===== config.mk =====
export PLATFORM = sky130hd
export DESIGN_NAME = sprite_record_stream_filter_unit
export DESIGN_NICKNAME = d
export VERILOG_FILES = /design/src/hdl/srsf_pkg.sv /design/src/hdl/srsf_ctrl.sv /design/src/hdl/srsf_dp.sv /design/src/hdl/sprite_record_stream_filter_unit.sv
export SDC_FILE = /design/constraint.sdc
export NUM_CORES = 1
export LEC_CHECK = 0
export BUFFER_PORTS_ARGS = -buffer_cell sky130_fd_sc_hd__buf_2
export CAP_MARGIN = 20
export CORE_ASPECT_RATIO = 1.2
export CORE_MARGIN = 3
export CORE_UTILIZATION = 40
export DETAILED_ROUTE_END_ITERATION = 7
export PLACE_DENSITY = 0.66
export SYNTH_ARGS = -nofsm -noshare
export SYNTH_HDL_FRONTEND = slang
export SYNTH_HIERARCHICAL = 1
export SYNTH_SLANG_ARGS = --single-unit

===== constraint.sdc =====
create_clock -name clk -period 4.4 [get_ports clk]
set_input_delay 0.22 -clock clk [delete_from_list [all_inputs] [get_ports clk]]
set_output_delay 0.22 -clock clk [all_outputs]
set_load 0.02 [all_outputs]

===== src/hdl/srsf_pkg.sv =====
// Shared types and constants for the sprite record stream filter.
// No dependencies; imported by srsf_ctrl, srsf_dp and the top level.
package srsf_pkg;

  localparam int unsigned MagicLen = 10;
  localparam int unsigned HoldLen  = 10;
  localparam int unsigned IdxW     = $clog2(HoldLen);
  localparam int unsigned MaskW    = 32;

  // Words to replay for one accepted input byte.
  typedef struct packed {
    logic [IdxW-1:0] nbytes;   // 0, 1, 4 or 10 byte words
    logic            last;     // a status word follows
  } plan_t;

  // Commands from the controller to the datapath.
  typedef struct packed {
    logic            accept;
    logic            load_byte;
    logic            load_status;
    logic            run_end;
    logic [IdxW-1:0] idx;
  } cmd_t;

  // Status from the datapath to the controller.
  typedef struct packed {
    logic  out_valid;
    plan_t plan;
  } dp_stat_t;

  function automatic logic [7:0] magic_byte(input logic [IdxW-1:0] i);
    logic [7:0] m;
    unique case (i)
      4'd0:    m = 8'h00;
      4'd1:    m = 8'h00;
      4'd2:    m = 8'h47;
      4'd3:    m = 8'h52;
      4'd4:    m = 8'h46;
      4'd5:    m = 8'h82;
      4'd6:    m = 8'h0D;
      4'd7:    m = 8'h0A;
      4'd8:    m = 8'h1A;
      4'd9:    m = 8'h0A;
      default: m = 8'h00;
    endcase
    return m;
  endfunction

endpackage


===== src/hdl/srsf_ctrl.sv =====
// Word sequencer: takes one input byte, then walks its result words out.
// Depends on srsf_pkg.
module srsf_ctrl (
  input  logic              clk,
  input  logic              rst_n,
  input  logic              in_valid,
  output logic              in_stall,
  input  logic              out_stall,
  input  srsf_pkg::dp_stat_t dp_stat,
  output srsf_pkg::cmd_t    cmd
);
  import srsf_pkg::*;

  localparam logic [1:0] ST_IDLE   = 2'd0;
  localparam logic [1:0] ST_BYTES  = 2'd1;
  localparam logic [1:0] ST_STATUS = 2'd2;

  logic [1:0]      state_r, state_nxt;
  logic [IdxW-1:0] idx_r, idx_nxt;
  logic [IdxW-1:0] cnt_r, cnt_nxt;
  logic            last_r, last_nxt;
  logic            out_free;
  logic            last_idx;

  assign in_stall = (state_r != ST_IDLE);
  assign out_free = !dp_stat.out_valid || !out_stall;
  assign last_idx = (idx_r == cnt_r - IdxW'(1));

  always_comb begin
    state_nxt       = state_r;
    idx_nxt         = idx_r;
    cnt_nxt         = cnt_r;
    last_nxt        = last_r;
    cmd.accept      = 1'b0;
    cmd.load_byte   = 1'b0;
    cmd.load_status = 1'b0;
    cmd.run_end     = 1'b0;
    cmd.idx         = idx_r;
    unique case (state_r)
      ST_IDLE: begin
        if (in_valid) begin
          cmd.accept = 1'b1;
          idx_nxt    = '0;
          cnt_nxt    = dp_stat.plan.nbytes;
          last_nxt   = dp_stat.plan.last;
          if (dp_stat.plan.nbytes != '0) begin
            state_nxt = ST_BYTES;
          end else if (dp_stat.plan.last) begin
            state_nxt = ST_STATUS;
          end
        end
      end
      ST_BYTES: begin
        if (out_free) begin
          cmd.load_byte = 1'b1;
          cmd.run_end   = last_idx && !last_r;
          idx_nxt       = idx_r + IdxW'(1);
          if (last_idx) begin
            state_nxt = last_r ? ST_STATUS : ST_IDLE;
          end
        end
      end
      ST_STATUS: begin
        if (out_free) begin
          cmd.load_status = 1'b1;
          cmd.run_end     = 1'b1;
          state_nxt       = ST_IDLE;
        end
      end
      default: state_nxt = ST_IDLE;
    endcase
  end

  always_ff @(posedge clk) begin
    if (!rst_n) begin
      state_r <= ST_IDLE;
      idx_r   <= '0;
      cnt_r   <= '0;
      last_r  <= 1'b0;
    end else begin
      state_r <= state_nxt;
      idx_r   <= idx_nxt;
      cnt_r   <= cnt_nxt;
      last_r  <= last_nxt;
    end
  end

endmodule


===== src/hdl/srsf_dp.sv =====
// Datapath: container parser state, record hold buffer, output register.
// Depends on srsf_pkg.
module srsf_dp (
  input  logic                       clk,
  input  logic                       rst_n,
  input  logic [7:0]                 in_data_byte,
  input  logic                       in_last_byte,
  input  logic                       cfg_write,
  input  logic [srsf_pkg::MaskW-1:0] cfg_allowed_mask,
  input  logic                       out_stall,
  input  srsf_pkg::cmd_t             cmd,
  output srsf_pkg::dp_stat_t         dp_stat,
  output logic                       out_valid,
  output logic [7:0]                 out_byte,
  output logic                       out_byte_valid,
  output logic                       out_run_end,
  output logic                       out_stream_done,
  output logic [1:0]                 out_status
);
  import srsf_pkg::*;

  localparam logic [2:0] PH_HDR    = 3'd0;
  localparam logic [2:0] PH_LEN    = 3'd1;
  localparam logic [2:0] PH_PREFIX = 3'd2;
  localparam logic [2:0] PH_REC    = 3'd3;
  localparam logic [2:0] PH_BODY   = 3'd4;
  localparam logic [2:0] PH_PASS   = 3'd5;
  localparam logic [2:0] PH_ERR    = 3'd6;

  localparam logic [1:0] STAT_OK    = 2'd0;
  localparam logic [1:0] STAT_MAGIC = 2'd1;
  localparam logic [1:0] STAT_BAD   = 2'd2;

  localparam logic [IdxW-1:0] N_ONE  = IdxW'(1);
  localparam logic [IdxW-1:0] N_ID   = IdxW'(4);
  localparam logic [IdxW-1:0] N_HOLD = IdxW'(HoldLen);

  logic [2:0]       phase_r, phase_nxt;
  logic [IdxW-1:0]  cnt_r, cnt_nxt;
  logic [31:0]      len_r, len_nxt;
  logic [31:0]      body_r, body_nxt;
  logic             keep_r, keep_nxt;
  logic [1:0]       err_r, err_nxt;
  logic [MaskW-1:0] mask_r;
  logic [7:0]       hold_r [HoldLen];
  logic [7:0]       cur_r;
  logic             from_hold_r, from_hold;
  logic [1:0]       status_r, status_nxt;

  logic [7:0]       out_byte_r;
  logic             out_valid_r, out_bv_r, out_end_r, out_done_r;
  logic [1:0]       out_status_r;

  logic [31:0]      rec_size;
  logic [8:0]       offset;
  logic             mask_hit;
  plan_t            plan;

  assign rec_size = {hold_r[7], hold_r[6], hold_r[5], hold_r[4]};
  // Depth code 4 maps to offset 0, everything else starts at 16; zoom adds on.
  assign offset   = {1'b0, in_data_byte} + ((hold_r[8][2:0] == 3'd4) ? 9'd0 : 9'd16);
  assign mask_hit = (offset[8:5] == 4'd0) && mask_r[offset[4:0]];

  always_comb begin
    phase_nxt   = phase_r;
    cnt_nxt     = cnt_r;
    len_nxt     = len_r;
    body_nxt    = body_r;
    keep_nxt    = keep_r;
    err_nxt     = err_r;
    from_hold   = 1'b0;
    plan.nbytes = '0;
    plan.last   = in_last_byte;
    status_nxt  = STAT_BAD;
    unique case (phase_r)
      PH_HDR: begin
        if (in_data_byte != magic_byte(cnt_r)) begin
          err_nxt   = STAT_MAGIC;
          phase_nxt = PH_ERR;
        end else begin
          plan.nbytes = N_ONE;
          cnt_nxt     = cnt_r + IdxW'(1);
          if (cnt_r == IdxW'(MagicLen - 1)) begin
            phase_nxt = PH_LEN;
            cnt_nxt   = '0;
            len_nxt   = '0;
          end
        end
      end
      PH_LEN: begin
        plan.nbytes                 = N_ONE;
        len_nxt[8*cnt_r[1:0] +: 8]  = in_data_byte;
        cnt_nxt                     = cnt_r + IdxW'(1);
        if (cnt_r == IdxW'(3)) begin
          body_nxt  = len_nxt;
          cnt_nxt   = '0;
          phase_nxt = (len_nxt != '0) ? PH_PREFIX : PH_REC;
        end
      end
      PH_PREFIX: begin
        plan.nbytes = N_ONE;
        body_nxt    = body_r - 32'd1;
        if (body_r == 32'd1) begin
          phase_nxt = PH_REC;
          cnt_nxt   = '0;
        end
      end
      PH_REC: begin
        cnt_nxt = cnt_r + IdxW'(1);
        if (cnt_r == IdxW'(3) && hold_r[0] == 8'h00 && hold_r[1] == 8'h00 &&
            hold_r[2] == 8'h00 && in_data_byte == 8'h00) begin
          // zero id: replay the id and pass everything after it
          plan.nbytes = N_ID;
          from_hold   = 1'b1;
          phase_nxt   = PH_PASS;
        end else if (cnt_r == IdxW'(HoldLen - 1)) begin
          cnt_nxt = '0;
          if (rec_size[31:1] == 31'd0) begin
            err_nxt   = STAT_BAD;
            phase_nxt = PH_ERR;
          end else begin
            keep_nxt = (hold_r[8] == 8'hFF) || mask_hit;
            if (keep_nxt && !in_last_byte) begin
              plan.nbytes = N_HOLD;
              from_hold   = 1'b1;
            end
            body_nxt  = rec_size - 32'd2;
            phase_nxt = (body_nxt != '0) ? PH_BODY : PH_REC;
          end
        end
      end
      PH_BODY: begin
        if (keep_r) plan.nbytes = N_ONE;
        body_nxt = body_r - 32'd1;
        if (body_r == 32'd1) begin
          phase_nxt = PH_REC;
          cnt_nxt   = '0;
        end
      end
      PH_PASS: plan.nbytes = N_ONE;
      default: ;
    endcase

    if (err_nxt != STAT_OK) begin
      status_nxt = err_nxt;
    end else if (phase_nxt == PH_HDR || (phase_nxt == PH_LEN && cnt_nxt == '0)) begin
      status_nxt = STAT_MAGIC;
    end else if (phase_nxt == PH_PASS) begin
      status_nxt = STAT_OK;
    end

    if (in_last_byte) begin
      phase_nxt = PH_HDR;
      cnt_nxt   = '0;
      len_nxt   = '0;
      body_nxt  = '0;
      keep_nxt  = 1'b0;
      err_nxt   = STAT_OK;
    end
  end

  always_ff @(posedge clk) begin
    if (!rst_n) begin
      phase_r <= PH_HDR;
      cnt_r   <= '0;
      len_r   <= '0;
      body_r  <= '0;
      keep_r  <= 1'b0;
      err_r   <= STAT_OK;
      mask_r  <= MaskW'(1);
    end else begin
      if (cfg_write) mask_r <= cfg_allowed_mask;
      if (cmd.accept) begin
        phase_r <= phase_nxt;
        cnt_r   <= cnt_nxt;
        len_r   <= len_nxt;
        body_r  <= body_nxt;
        keep_r  <= keep_nxt;
        err_r   <= err_nxt;
      end
    end
  end

  // hold buffer and per-byte payload, written before read
  always_ff @(posedge clk) begin
    if (cmd.accept) begin
      cur_r       <= in_data_byte;
      from_hold_r <= from_hold;
      status_r    <= status_nxt;
      if (phase_r == PH_REC && cnt_r < N_HOLD) hold_r[cnt_r] <= in_data_byte;
    end
  end

  // output register
  always_ff @(posedge clk) begin
    if (!rst_n) begin
      out_valid_r <= 1'b0;
    end else if (cmd.load_byte || cmd.load_status) begin
      out_valid_r <= 1'b1;
    end else if (!out_stall) begin
      out_valid_r <= 1'b0;
    end
  end

  always_ff @(posedge clk) begin
    if (cmd.load_byte) begin
      out_byte_r   <= from_hold_r ? hold_r[cmd.idx] : cur_r;
      out_bv_r     <= 1'b1;
      out_end_r    <= cmd.run_end;
      out_done_r   <= 1'b0;
      out_status_r <= STAT_OK;
    end else if (cmd.load_status) begin
      out_byte_r   <= 8'h00;
      out_bv_r     <= 1'b0;
      out_end_r    <= cmd.run_end;
      out_done_r   <= 1'b1;
      out_status_r <= status_r;
    end
  end

  assign dp_stat.out_valid = out_valid_r;
  assign dp_stat.plan      = plan;
  assign out_valid         = out_valid_r;
  assign out_byte          = out_byte_r;
  assign out_byte_valid    = out_bv_r;
  assign out_run_end       = out_end_r;
  assign out_stream_done   = out_done_r;
  assign out_status        = out_status_r;

endmodule


===== src/hdl/sprite_record_stream_filter_unit.sv =====
// Sprite record stream filter. Takes a container stream one byte per word,
// checks the 10-byte magic, forwards the length field and the prefix it
// covers, then filters records by depth/zoom against cfg_allowed_mask
// (info 0xFF is always kept; a record with zero id switches to passthrough).
// Bytes are forwarded before the stream is known good: at the word marked
// in_last_byte a status word follows (0 ok, 1 bad magic, 2 invalid or
// truncated) and the consumer must drop the output if it is not 0.
// Timing: each byte holds the input until all result words it causes are
// loaded, since results leave through a single output register, one per
// cycle while out_stall is low: a dropped body byte causes no word, a
// forwarded byte one, a kept record header ten (the held bytes replayed),
// a zero id four; the final byte adds the status word. The output register
// decouples the sides, so a byte is taken while a result still waits.
// Depends on srsf_pkg, srsf_ctrl and srsf_dp.
module sprite_record_stream_filter_unit (
  input  logic                       clk,
  input  logic                       rst_n,
  // input words
  input  logic                       in_valid,
  output logic                       in_stall,
  input  logic [7:0]                 in_data_byte,
  input  logic                       in_last_byte,
  // configuration
  input  logic                       cfg_write,
  input  logic [srsf_pkg::MaskW-1:0] cfg_allowed_mask,
  // result words
  output logic                       out_valid,
  input  logic                       out_stall,
  output logic [7:0]                 out_byte,
  output logic                       out_byte_valid,
  output logic                       out_run_end,
  output logic                       out_stream_done,
  output logic [1:0]                 out_status
);
  import srsf_pkg::*;

  cmd_t     cmd;
  dp_stat_t dp_stat;

  // sequencer: owns the input handshake and paces result words
  srsf_ctrl u_ctrl (
    .clk       (clk),
    .rst_n     (rst_n),
    .in_valid  (in_valid),
    .in_stall  (in_stall),
    .out_stall (out_stall),
    .dp_stat   (dp_stat),
    .cmd       (cmd)
  );

  // parser, record hold buffer and output register
  srsf_dp u_dp (
    .clk              (clk),
    .rst_n            (rst_n),
    .in_data_byte     (in_data_byte),
    .in_last_byte     (in_last_byte),
    .cfg_write        (cfg_write),
    .cfg_allowed_mask (cfg_allowed_mask),
    .out_stall        (out_stall),
    .cmd              (cmd),
    .dp_stat          (dp_stat),
    .out_valid        (out_valid),
    .out_byte         (out_byte),
    .out_byte_valid   (out_byte_valid),
    .out_run_end      (out_run_end),
    .out_stream_done  (out_stream_done),
    .out_status       (out_status)
  );

endmodule

# [Word level (Yosys, flattened, before mapping)]
# Memory sizes are Yosys's and may differ from the RTL's. A register that Yosys moved wholly into a read port is not among the register bits.
# Cells that the tools add are included.
[op_classes] add_sub_neg=7 magnitude_cmp=2 eq_ne=30 shift=2 muxes=91 reduce_logical=46
[op_table] op="2-to-1 mux 32 bit" n=8
[op_table] op="case mux 32 bit (3 select lines)" n=1
[op_table] op="2-to-1 mux 4 bit" n=16
[op_table] op="case mux 32 bit (2 select lines)" n=1
[op_table] op="nonzero test 32 bit" n=2
[op_table] op="negation 5 -> 34 bit" n=1
[op_table] op="variable shift 8 x 34 -> 32 bit (first input constant)" n=1
[op_table] op="indexed part select 8 x 34 -> 32 bit" n=1
[op_table] op="bitwise mux 32 bit" n=1
[op_table] op="equality test 32 x 1 -> 1 bit (second input constant)" n=1
[op_table] op="logical NOT 8 bit" n=4
[op_table] op="2-to-1 mux 2 bit" n=16
[op_table] op="2-to-1 mux 8 bit" n=4
[op_table] op="case mux 4 bit (4 select lines)" n=2
[op_table] op="subtractor 32 x 1 -> 32 bit (second input constant)" n=1
[op_table] op="subtractor 32 x 2 -> 32 bit (second input constant)" n=1
[op_table] op="logical NOT 31 bit" n=1
[op_table] op="2-to-1 mux 3 bit" n=9
[op_table] op="2-to-1 mux 1 bit" n=26
[op_table] op="equality test 3 bit (second input constant)" n=4
[op_table] op="inequality test 3 x 2 -> 1 bit (second input constant)" n=4
[op_table] op="case mux 3 bit (4 select lines)" n=1
[op_table] op="nonzero test 2 bit" n=6
[op_table] op="AND reduction 5 bit" n=2
[op_table] op="other kinds (37)" n=64
[word_totals] reg_bits=142 mem_bits_rw=80 romBits=112 inputBits=46 memories=2
[memory_table] memory="(no name shown)" depth=16 word_bits=7 rd=1 rd_ports_with_merged_regs=1 wr=0 line_no="srsf_pkg.sv:33" source="unique case (i)"
[memory_table] memory="u_dp.hold_r" depth=10 word_bits=8 rd=9 rd_ports_with_merged_regs=1 wr=1 line_no="srsf_dp.sv:45" source="logic [7:0] hold_r [HoldLen];"

# [Longest topological paths before layout]
# Gate-level depths: netlist of run 1.
# An unclocked memory read counts as a cell.
[depth] depth_word=18 ltp_mapped=15 depth_no_buf=12

# [Modules after synthesis]
# The synthesis of run 1 kept the hierarchy.
[modules_own_cells] module="srsf_dp" instances=1 cells_each=1285 area_per_inst_um2=13729.4
[modules_own_cells] module="srsf_ctrl" instances=1 cells_each=86 area_per_inst_um2=734.5

# [Worst setup path after synthesis of run 1]
# No wires, ideal clock.
[synth_path] kind="input -> register" from="input port in_data_byte[0]" to="register u_ctrl.state_r[0]" setup_time_ps=72 arrival_ps=3171 slack_ps=1157 cell_stages=12 n_path_buf=3 cell_sequence="buf_2 > buf_2 > mux4_2 > mux4_2 > mux2_2 > a31oi_1 > nor4_1 > buf_4 > nor4_2 > a2111oi_0 > a31oi_1 > mux2i_1"
[synth_rtl] item="start, declared" line_no="sprite_record_stream_filter_unit.sv:21" source="input logic [7:0] in_data_byte,"
[synth_rtl] item="end signal, assigned" line_no="srsf_ctrl.sv:81" source="state_r <= state_nxt;"
[synth_rtl] item="end, declared" line_no="srsf_ctrl.sv:18" source="logic [1:0] state_r, state_nxt;"

==> impl_metrics.tcl, run 1 <==
set metrics [dict create \
    fin_skew_ps 10.4 \
    ys_warn_count 6 \
    clk_latency_ps 560 \
    maxSlewHeadroom_pct 26.5 \
    cts_tree "yes" \
    dieArea_um2 38500 \
    maxCapViolCount 0 \
    cp.required_ps 4690 \
    place_hpwl_mm 28.1 \
    yosysUniqueCellTypes 96 \
    die_height_um 214 \
    hp-class "in -> reg" \
    multi_input_area_um2 7030 \
    placed_cells 1855 \
    cts_buffer_depth 3 \
    final_core_util_pct 47.2 \
    grt_pass1_vias 11200 \
    setup_viol 0 \
    vias 11400 \
    dieWidth_um 180 \
    final.period_utilization_pct 89.5 \
    yosysTopAreaCellShare_pct 30.7 \
    rsz0062_at_grt "no" \
    rr_worst_depth 12 \
    path_class "reg -> reg" \
    grt_use_total_pct 20.8 \
    seqCellArea_um2 7030 \
    max_freq_mhz 254 \
    cp.arrival_ps 4230 \
    yosys.area.top_type "edfxtp_1" \
    final_cells 1941 \
    drt_first_iter_violations 937 \
    async_reset_ff_share_pct 0 \
    cts_sinks 277 \
    grt_max_degree 55 \
    p_leak_uw 0.00589 \
    synth_common_cells "nor2_1 (167), edfxtp_1 (148), dfxtp_1 (129)" \
    cts_setup_buffers 0 \
    grt-ovfl-total 0 \
    wl_per_cell_um 21.0 \
    drive_gt1_share_pct 15.8 \
    hp-start "out_stall" \
    placed_area_um2 15300 \
    io_pins 61 \
    maxSlewViolCount 0 \
    drtAntennaViolNets 0 \
    drc 0 \
    nNetsFinal 1521 \
    cts_hold_buf 33 \
    crit_path_end_kind "flop" \
    htreeDepth 1 \
    r2r_slack_ps 460 \
    critPathMaxFanout 13 \
    irDropWorstVdd_uv 368 \
    core_area_um2 35300 \
    viasPerCell 5.85 \
    yosys-top-cells-area "edfxtp_1 (31%), dfxtp_1 (18%), mux4_2 (7.8%)" \
    final_area_um2 16700 \
    start_kind "flop" \
    fin_tns_setup_ps 0 \
    hold_viol 0 \
    path_clk_slew_ps 70 \
    diodes 0 \
    netlist_area_um2 14500 \
    yosys_register_bits 277 \
    synth-edff-count 148 \
    worstMarginPinSlew_ps 1100 \
    netlist_instances 1371 \
    regToRegStartpoint "u_dp/hold_r[4][1]" \
    period_minus_slack_ps 3940 \
    yosysSeqAreaShare_pct 48.6 \
    cts_buffers 28 \
    syn_avg_cell_area_um2 10.5 \
    wl_mm 40.8 \
    io_buffers 60 \
    synth.most_common_cell "nor2_1" \
    whs_path_depth 3 \
    area_growth_pct 15.1 \
    n_fill_cell 3307 \
    status "finished, final reports clean" \
    min_to "u_dp/out_valid" \
    r2r-end "u_dp/status_r[0]" \
    cts_resized 0 \
    grt_pass1_wl_mm 64.2 \
    start_util_pct 41.0 \
    ys.flop_type "edfxtp_1" \
    gp_congestion 0.924 \
    fp-row-count 75 \
    cts_root_buf "clkbuf_16" \
    power_density_nw_per_um2 408 \
    grt_antenna_before_repair 0 \
    dr.pass1.iters 6 \
    power_uw 6790 \
]
-- report_power, final --
part / leakage [uW] / switching, uW / internal [uW]
registers: 0.00242 / 91.6 / 2860
clock network: 0.000496 / 1090 / 1580
logic: 0.00298 / 729 / 440
total: 0.00589 / 1910 / 4880
-- area by class of cell --
cell class                      instances  share of cell area, %
Timing Repair Buffer                  123                   5.26
Clock inverter                         23                   1.90
Sequential cell                       277                   42.2
Tap cell                              462                   3.47
Clock buffer                           29                   4.36
Inverter                               26                  0.586
Multi-Input combinational cell       1001                   42.2
-- stage by stage --
step	hold WS, ps	worst slack (ps)
global route	49.9	289
global placement	440	707
finish	34.0	461
floorplan	282	1160
detailed placement	448	592
CTS	7.76	581
-- sequential cells by signal, summed over array words and instances (netlist names), 3 cells and up, named ones only --
register	count
u_dp/body_r	32
u_dp/hold_r	128
u_dp/len_r	32
u_dp/mask_r	32
u_ctrl/idx_r	4
u_dp/phase_r	3
u_dp/cnt_r	4
u_dp/out_byte	8
u_ctrl/cnt_r	4
u_dp/cur_r	8
-- routing by layer --
layer | track usage, % | vias to the layer above | wire length (um)
li1 | - | 5247 | -
met1 | 26.8 | 5538 | 16500
met2 | 34.9 | 458 | 19600
met3 | 2.70 | 121 | 2600
met4 | 9.65 | 0 | 2070
met5 | 0 | - | 0
-- placed cells by master, fill, tap and decap left out, drive strengths merged, types with 9 or more instances in the layout --
master and n:
nor2 167, edfxtp 148, dfxtp 129, a21oi 115
buf 90, nor3 78, nand2 66, mux4 50
mux2i 48, nor4 45, nor2b 43, o21ai 39
dlygate4sd3 33, conb 32, xor2 31, inv 30
clkbuf 29, xnor2 28, nand3 24, and2 21
o22ai 21, ha 18, nand4 15, or3 11
a31oi 9, nor3b 9, clkinv 9
-- worst max-delay path, cell delays in order, from the launching register on --
cell and delay, ps:
edfxtp_1 580, inv_1 150, ha_1 290, nor3b_2 380
nand4_1 310, o31a_1 380, nor4_1 340, nand4_1 210
nor4_2 500, nand3_1 160, nand2_1 150, a2111o_1 150
nand2_1 50
-- worst max-delay path by stage --
stage / startpoint / end / slack, ps
floorplan: in_data_byte[0] / u_ctrl/state_r[0] / 1160
global placement: u_dp/hold_r[4][1] / u_dp/status_r[0] / 710
detailed placement: u_dp/hold_r[4][1] / u_dp/status_r[0] / 590
CTS: u_dp/hold_r[4][1] / u_dp/status_r[0] / 580
global route: u_dp/hold_r[4][1] / u_dp/status_r[0] / 290
finish: u_dp/hold_r[4][1] / u_dp/status_r[0] / 460
-- cells by family after synthesis --
group                      share of synthesized area (%)
DFF                                                 48.6
AOI/OAI and AO/OA                                   11.5
adders and majority gates                           1.56
and+or+nand+nor                                     19.6
muxes                                               11.2
buffers and inverters                               3.69
other                                             0.0259
xor gates and xnor gates                            3.79
No activity file was read; power rests on OpenSTA's default activity.
==> run 2: changes to the inputs <==
--- a/config.mk
+++ b/config.mk
@@ -8,9 +8,8 @@
 export BUFFER_PORTS_ARGS = -buffer_cell sky130_fd_sc_hd__buf_2
 export CAP_MARGIN = 20
-export CORE_ASPECT_RATIO = 1.2
 export CORE_MARGIN = 3
-export CORE_UTILIZATION = 40
+export CORE_UTILIZATION = 45
 export DETAILED_ROUTE_END_ITERATION = 7
-export PLACE_DENSITY = 0.66
+export PLACE_DENSITY = 0.71
 export SYNTH_ARGS = -nofsm -noshare
 export SYNTH_HDL_FRONTEND = slang
==> constraint.sdc (replaced) <==
create_clock -name clk -period 4.4 [get_ports clk]
set_input_delay 0.88 -clock clk [delete_from_list [all_inputs] [get_ports clk]]
set_output_delay 0.88 -clock clk [all_outputs]
set_load 0.02 [all_outputs]
==> run 2 against run 1 <==
Compared with the run above:
- total power is 1.1% lower
- register-to-register slack gained 270 ps
- critical path type is now in -> reg
- sequential power about the same
==> impl_metrics.tcl, run 2 (synthesis gave the netlist of run 1 again) <==
set metrics [dict create \
    worstMarginPinSlew_ps 976 \
    dieArea_um2 34300 \
    grt_use_total_pct 22.7 \
    gp_congestion 0.950 \
    maxSlewHeadroom_pct 34.8 \
    regMostFlops "u_dp/hold_r" \
    wl_mm 39.6 \
    io_buffers 60 \
    cts_buffer_depth 3 \
    vias 11300 \
    grt_pass1_wl_mm 60.7 \
    placed_area_um2 15200 \
    r2r-end "u_dp/status_r[0]" \
    grt_antenna_before_repair 4 \
    clk_latency_ps 560 \
    final_cell_mix "nor2_1 (167), edfxtp_1 (148), dfxtp_1 (128)" \
    whs_ps 451 \
    nNetsFinal 1498 \
    fp-row-count 65 \
    cts_setup_buffers 0 \
    period_minus_slack_ps 3710 \
    die_height_um 185 \
    start_util_pct 45.7 \
    crit_path_end_kind "flop" \
    power_density_nw_per_um2 413 \
    cts_buffers 30 \
    setup_viol 0 \
    largest_reg_flops 128 \
    wl_per_cell_um 21.3 \
    cp.arrival_ps 4190 \
    path_clk_slew_ps 60 \
    dieWidth_um 185 \
    maxSlewViolCount 0 \
    maxCapViolCount 0 \
    drtAntennaViolNets 0 \
    rsz0062_at_grt "no" \
    final.period_utilization_pct 84.3 \
    placed_cells 1804 \
    drt_first_iter_violations 1194 \
    r2r_slack_ps 730 \
    cts_sinks 277 \
    seqCellArea_um2 7030 \
    final_cells 1858 \
    fin_tns_setup_ps 0 \
    n_fill_cell 2745 \
    core_area_um2 31600 \
    max_freq_mhz 270 \
    grt-ovfl-total 0 \
    irDropWorstVdd_uv 326 \
    start_kind "input pin" \
    fin_skew_ps 13.1 \
    regToRegStartpoint "u_dp/hold_r[4][1]" \
    grt_max_degree 55 \
    p_leak_uw 0.00578 \
    grt_pass1_vias 10600 \
    layout_commonest_cell "nor2_1" \
    final_area_um2 16300 \
    status "finished, final reports clean" \
    multi_input_area_um2 7030 \
    dr.pass1.iters 5 \
    critPathLaunch "in_data_byte[0]" \
    area_growth_pct 12.5 \
    rr_worst_depth 12 \
    cts_hold_buf 0 \
    path_class "in -> reg" \
    hp-class "reg -> reg" \
    cts_resized 0 \
    cts_tree "yes" \
    htreeDepth 1 \
    drive_gt1_share_pct 16.1 \
    place_hpwl_mm 27.7 \
    cts_root_buf "clkbuf_16" \
    endpoint "u_ctrl/state_r[0]" \
    critPathMaxFanout 10 \
    io_pins 61 \
    cp.required_ps 4890 \
    viasPerCell 6.08 \
    drc 0 \
    diodes 0 \
    hold_viol 0 \
]
==> run 2: cell count changes in the layout (fill, tap and decap cells not counted), sizes merged <==
cell and delta:
inv -4, dlygate4sd3 -33, clkinvlp -2, clkinv -2, buf +8, clkbuf +10
==> run 2: metrics by stage <==
stage               total power, uW  utilization [%]  worst slack [ps]
finish                         6710             51.4               691
global route                   6980             51.4               425
CTS                            6740             51.4               735
detailed placement             4110             48.2               173
global placement               4090             48.2               239
floorplan                      3800                -               497
==> run 2: worst min path at each step <==
| stage | slack (ps) | endpoint | cells past startpoint | startpoint |
|---|---|---|---|---|
| floorplan | 440 | u_dp/mask_r[0] | 2 | u_dp/mask_r[0] |
| global placement | 430 | u_dp/out_byte_valid | 1 | u_dp/out_byte_valid |
| detailed placement | 440 | u_dp/out_byte_valid | 1 | u_dp/out_byte_valid |
| CTS | 460 | u_dp/out_byte_valid | 1 | u_dp/out_byte_valid |
| global route | 470 | u_dp/out_byte_valid | 1 | u_dp/out_byte_valid |
| finish | 450 | u_dp/out_byte_valid | 1 | u_dp/out_byte_valid |
==> run 2: metal layers <==
| layer | up-vias | track usage [%] | wire length [um] |
|---|---|---|---|
| met4 | 8 | 7.68 | 1380 |
| met2 | 517 | 35.3 | 17700 |
| met5 | - | 0 | 53 |
| met3 | 93 | 4.73 | 3500 |
| li1 | 5197 | - | - |
| met1 | 5487 | 31.9 | 16900 |
==> run 2: cell type report <==
cell class,instances,area share (%)
Timing Repair Buffer,98,3.60
Sequential cell,277,43.2
Multi-Input combinational cell,1001,43.2
Clock inverter,15,1.39
Tap cell,402,3.09
Clock buffer,39,4.95
Inverter,26,0.600
==> run 2: power breakdown <==
group	switching [uW]	internal [uW]
Combinational	710	420
Sequential	87.5	2860
Clock	1000	1630
==> run 2: critical path, stage by stage <==
cell,delay (ps)
buf_2,280
mux4_2,550
mux4_2,460
mux2_2,290
a31oi_1,400
nor4_1,210
nor4_2,410
a2111oi_0,190
a31oi_1,300
mux2i_1,230
==> run 3: changes to the inputs <==
- clock period: 4.4 -> 3.5 ns (I/O delays scaled with it)
==> run 3 against run 2 <==
Compared with the run above:
- cell area up 1.9%
- largest power group unchanged
- utilization grew 0.96 points
- sequential power is 25% higher
- clock-buffer cell count decreased by 9
- worst setup slack got worse by 490 ps
- die area stayed put
- critical path type is now reg -> reg
- total power grew 22%
- clock skew grew 3.5 ps
==> impl_metrics.tcl, run 3 (synthesis gave the netlist of run 1 again) <==
set metrics [dict create \
    p_int_uw 5840 \
    cts_sinks 277 \
    crit_buf_inv 0 \
    hold_viol 0 \
    wl_per_cell_um 21.3 \
    period_minus_slack_ps 3290 \
    regToRegStartpoint "u_dp/hold_r[5][7]" \
    hp-start "cfg_allowed_mask[30]" \
    path_clk_slew_ps 60 \
    hp-class "in -> reg" \
    maxSlewHeadroom_pct 38.4 \
    grt-ovfl-total 0 \
    switching_power_uw 2350 \
    start_kind "flop" \
    wl_mm 40.4 \
    critPathMaxFanout 9 \
    io_pins 61 \
    status "finished, final reports clean" \
    drtAntennaViolNets 0 \
    seq_power_share_pct 45.0 \
    vias 11500 \
    layout_commonest_cell "nor2_1" \
    cp.arrival_ps 3580 \
    viasPerCell 6.03 \
    comb_power_share_pct 18.2 \
    placed_area_um2 15600 \
    worstMarginPinSlew_ps 924 \
    grt_use_total_pct 23.2 \
    grt_pass1_vias 10700 \
    cts_buffers 29 \
    swShare_pct 28.7 \
    cp_top_family "simple AND/OR/NAND/NOR gates" \
    drive_gt1_share_pct 19.1 \
    drc 0 \
    rr_worst_depth 10 \
    nNetsFinal 1537 \
    clk_latency_ps 550 \
    max_freq_mhz 304 \
    fp-row-count 65 \
    final.period_utilization_pct 94.1 \
    final_cell_mix "nor2_1 (167), edfxtp_1 (148), dfxtp_1 (128)" \
    final_area_um2 16600 \
    cts_buffer_depth 3 \
    whs_path_depth 3 \
    drt_first_iter_violations 1218 \
    cpMostUsedCell "nor4_1" \
    power_density_nw_per_um2 494 \
    io_buffers 60 \
    regMostFlops "u_dp/hold_r" \
    cts_root_buf "clkbuf_16" \
    crit_path_max_incr_delay_ps 570 \
    power_uw 8190 \
    n_fill_cell 2730 \
    slowest_stage "edfxtp_1" \
    clkPwrFrac_pct 36.8 \
    core_area_um2 31600 \
    setup_viol 0 \
    maxSlewViolCount 0 \
    p_leak_uw 0.00597 \
    area_growth_pct 14.6 \
    irDropWorstVdd_uv 302 \
    rsz0062_at_grt "no" \
    dieWidth_um 185 \
    dieArea_um2 34300 \
    place_hpwl_mm 28.4 \
    path_class "reg -> reg" \
    cts_tree "yes" \
    die_height_um 185 \
    gp_congestion 0.951 \
    r2r_slack_ps 210 \
    cp.required_ps 3780 \
    grt_antenna_before_repair 4 \
    grt_max_degree 64 \
    fin_skew_ps 16.7 \
    largest_reg_flops 128 \
    maxCapViolCount 0 \
    htreeDepth 1 \
    dr.pass1.iters 7 \
    r2r-end "u_dp/status_r[0]" \
    crit_chain "nor4_1 > nand4_4 > o31a_1 > nor4_1 > nand4_1 > nor3b_1 > a21oi_1 > o31ai_2 > a2111o_1 > nand2_1" \
    start_util_pct 45.7 \
    crit_path_end_kind "flop" \
    min_to "u_dp/mask_r[30]" \
    grt_pass1_wl_mm 61.7 \
]
[run 3: cell types whose count changed in the layout (fill, tap and decap cells not counted), sizes merged]
| cell | before | now |
|---|---|---|
| buf | 98 | 138 |
| bufinv | 6 | 2 |
| clkbuf | 39 | 30 |
| clkinv | 7 | 14 |
| clkinvlp | 2 | 4 |
| diode | 0 | 2 |
| inv | 26 | 29 |
[run 3: cell type report]
| class | count | area, um2 | area share [%] |
|---|---|---|---|
| clock inverters | 23 | 195 | 1.18 |
| repair buffers | 138 | 923 | 5.57 |
| multi-input cells | 1001 | 7100 | 42.8 |
| clock buffers | 30 | 729 | 4.40 |
| inverters | 26 | 97.6 | 0.589 |
| well taps | 402 | 503 | 3.03 |
| flip-flops and latches | 277 | 7030 | 42.4 |
| diodes | 2 | 5.00 | 0.0302 |
[run 3: repair_timing]
item,in CTS,in global routing
buffers inserted,0,5
hold buffers,0,0
endpoints found under the setup margin,0,2
gates resized for setup,0,5
[run 3: metrics by stage]
| stage | setup TNS [ps] | worst slack [ps] | util [%] | std cells | hold WS, ps |
|---|---|---|---|---|---|
| 4_1_cts | 0 | 148 | 52.2 | 1892 | 370 |
| 3_5_place_dp | -528 | -260 | 49.3 | 1839 | 456 |
| 3_3_place_gp | -306 | -154 | 49.3 | 1839 | 435 |
| 6_report | 0 | 206 | 52.4 | 1899 | 391 |
| 5_1_grt | 0 | 0.0577 | 52.4 | 1897 | 391 |
| 2_1_floorplan | -27.1 | -13.6 | - | 1402 | 435 |
[run 3: power by group through the flow]
stage          Sequential, uW  Clock, uW  Combinational (uW)
4_1_cts                  3690       3070                1470
3_5_place_dp             3760          0                1470
5_1_grt                  3710       3200                1630
6_report                 3690       3010                1490
2_1_floorplan            3790          0                 997
3_3_place_gp             3760          0                1440
[run 3: worst register-to-register path, delay by kind of cell, from the launching register on]
family,cells,cell delay [ps]
simple gates,6,1530
compound gates,4,930
flops,1,570
[run 3: metal layers]
layer,vias to the layer above,global-route usage [%],part of all wire [%]
li1,5281,-,-
met1,5491,31.3,41
met2,584,36.7,45
met3,99,5.58,10
met4,2,8.19,3.8
met5,-,0,0.032
[run 3: how the worst max path moves through the flow]
stage,depth (start not counted),endpoint,startpoint
after floorplan,12,u_ctrl/state_r[0],in_data_byte[0]
after global placement,10,u_ctrl/state_r[1],in_data_byte[0]
after detailed placement,10,u_ctrl/state_r[1],in_data_byte[0]
after CTS,10,u_dp/status_r[0],u_dp/hold_r[4][3]
after global routing,13,u_dp/status_r[0],u_dp/cnt_r[1]
final,10,u_dp/status_r[0],u_dp/hold_r[5][7]
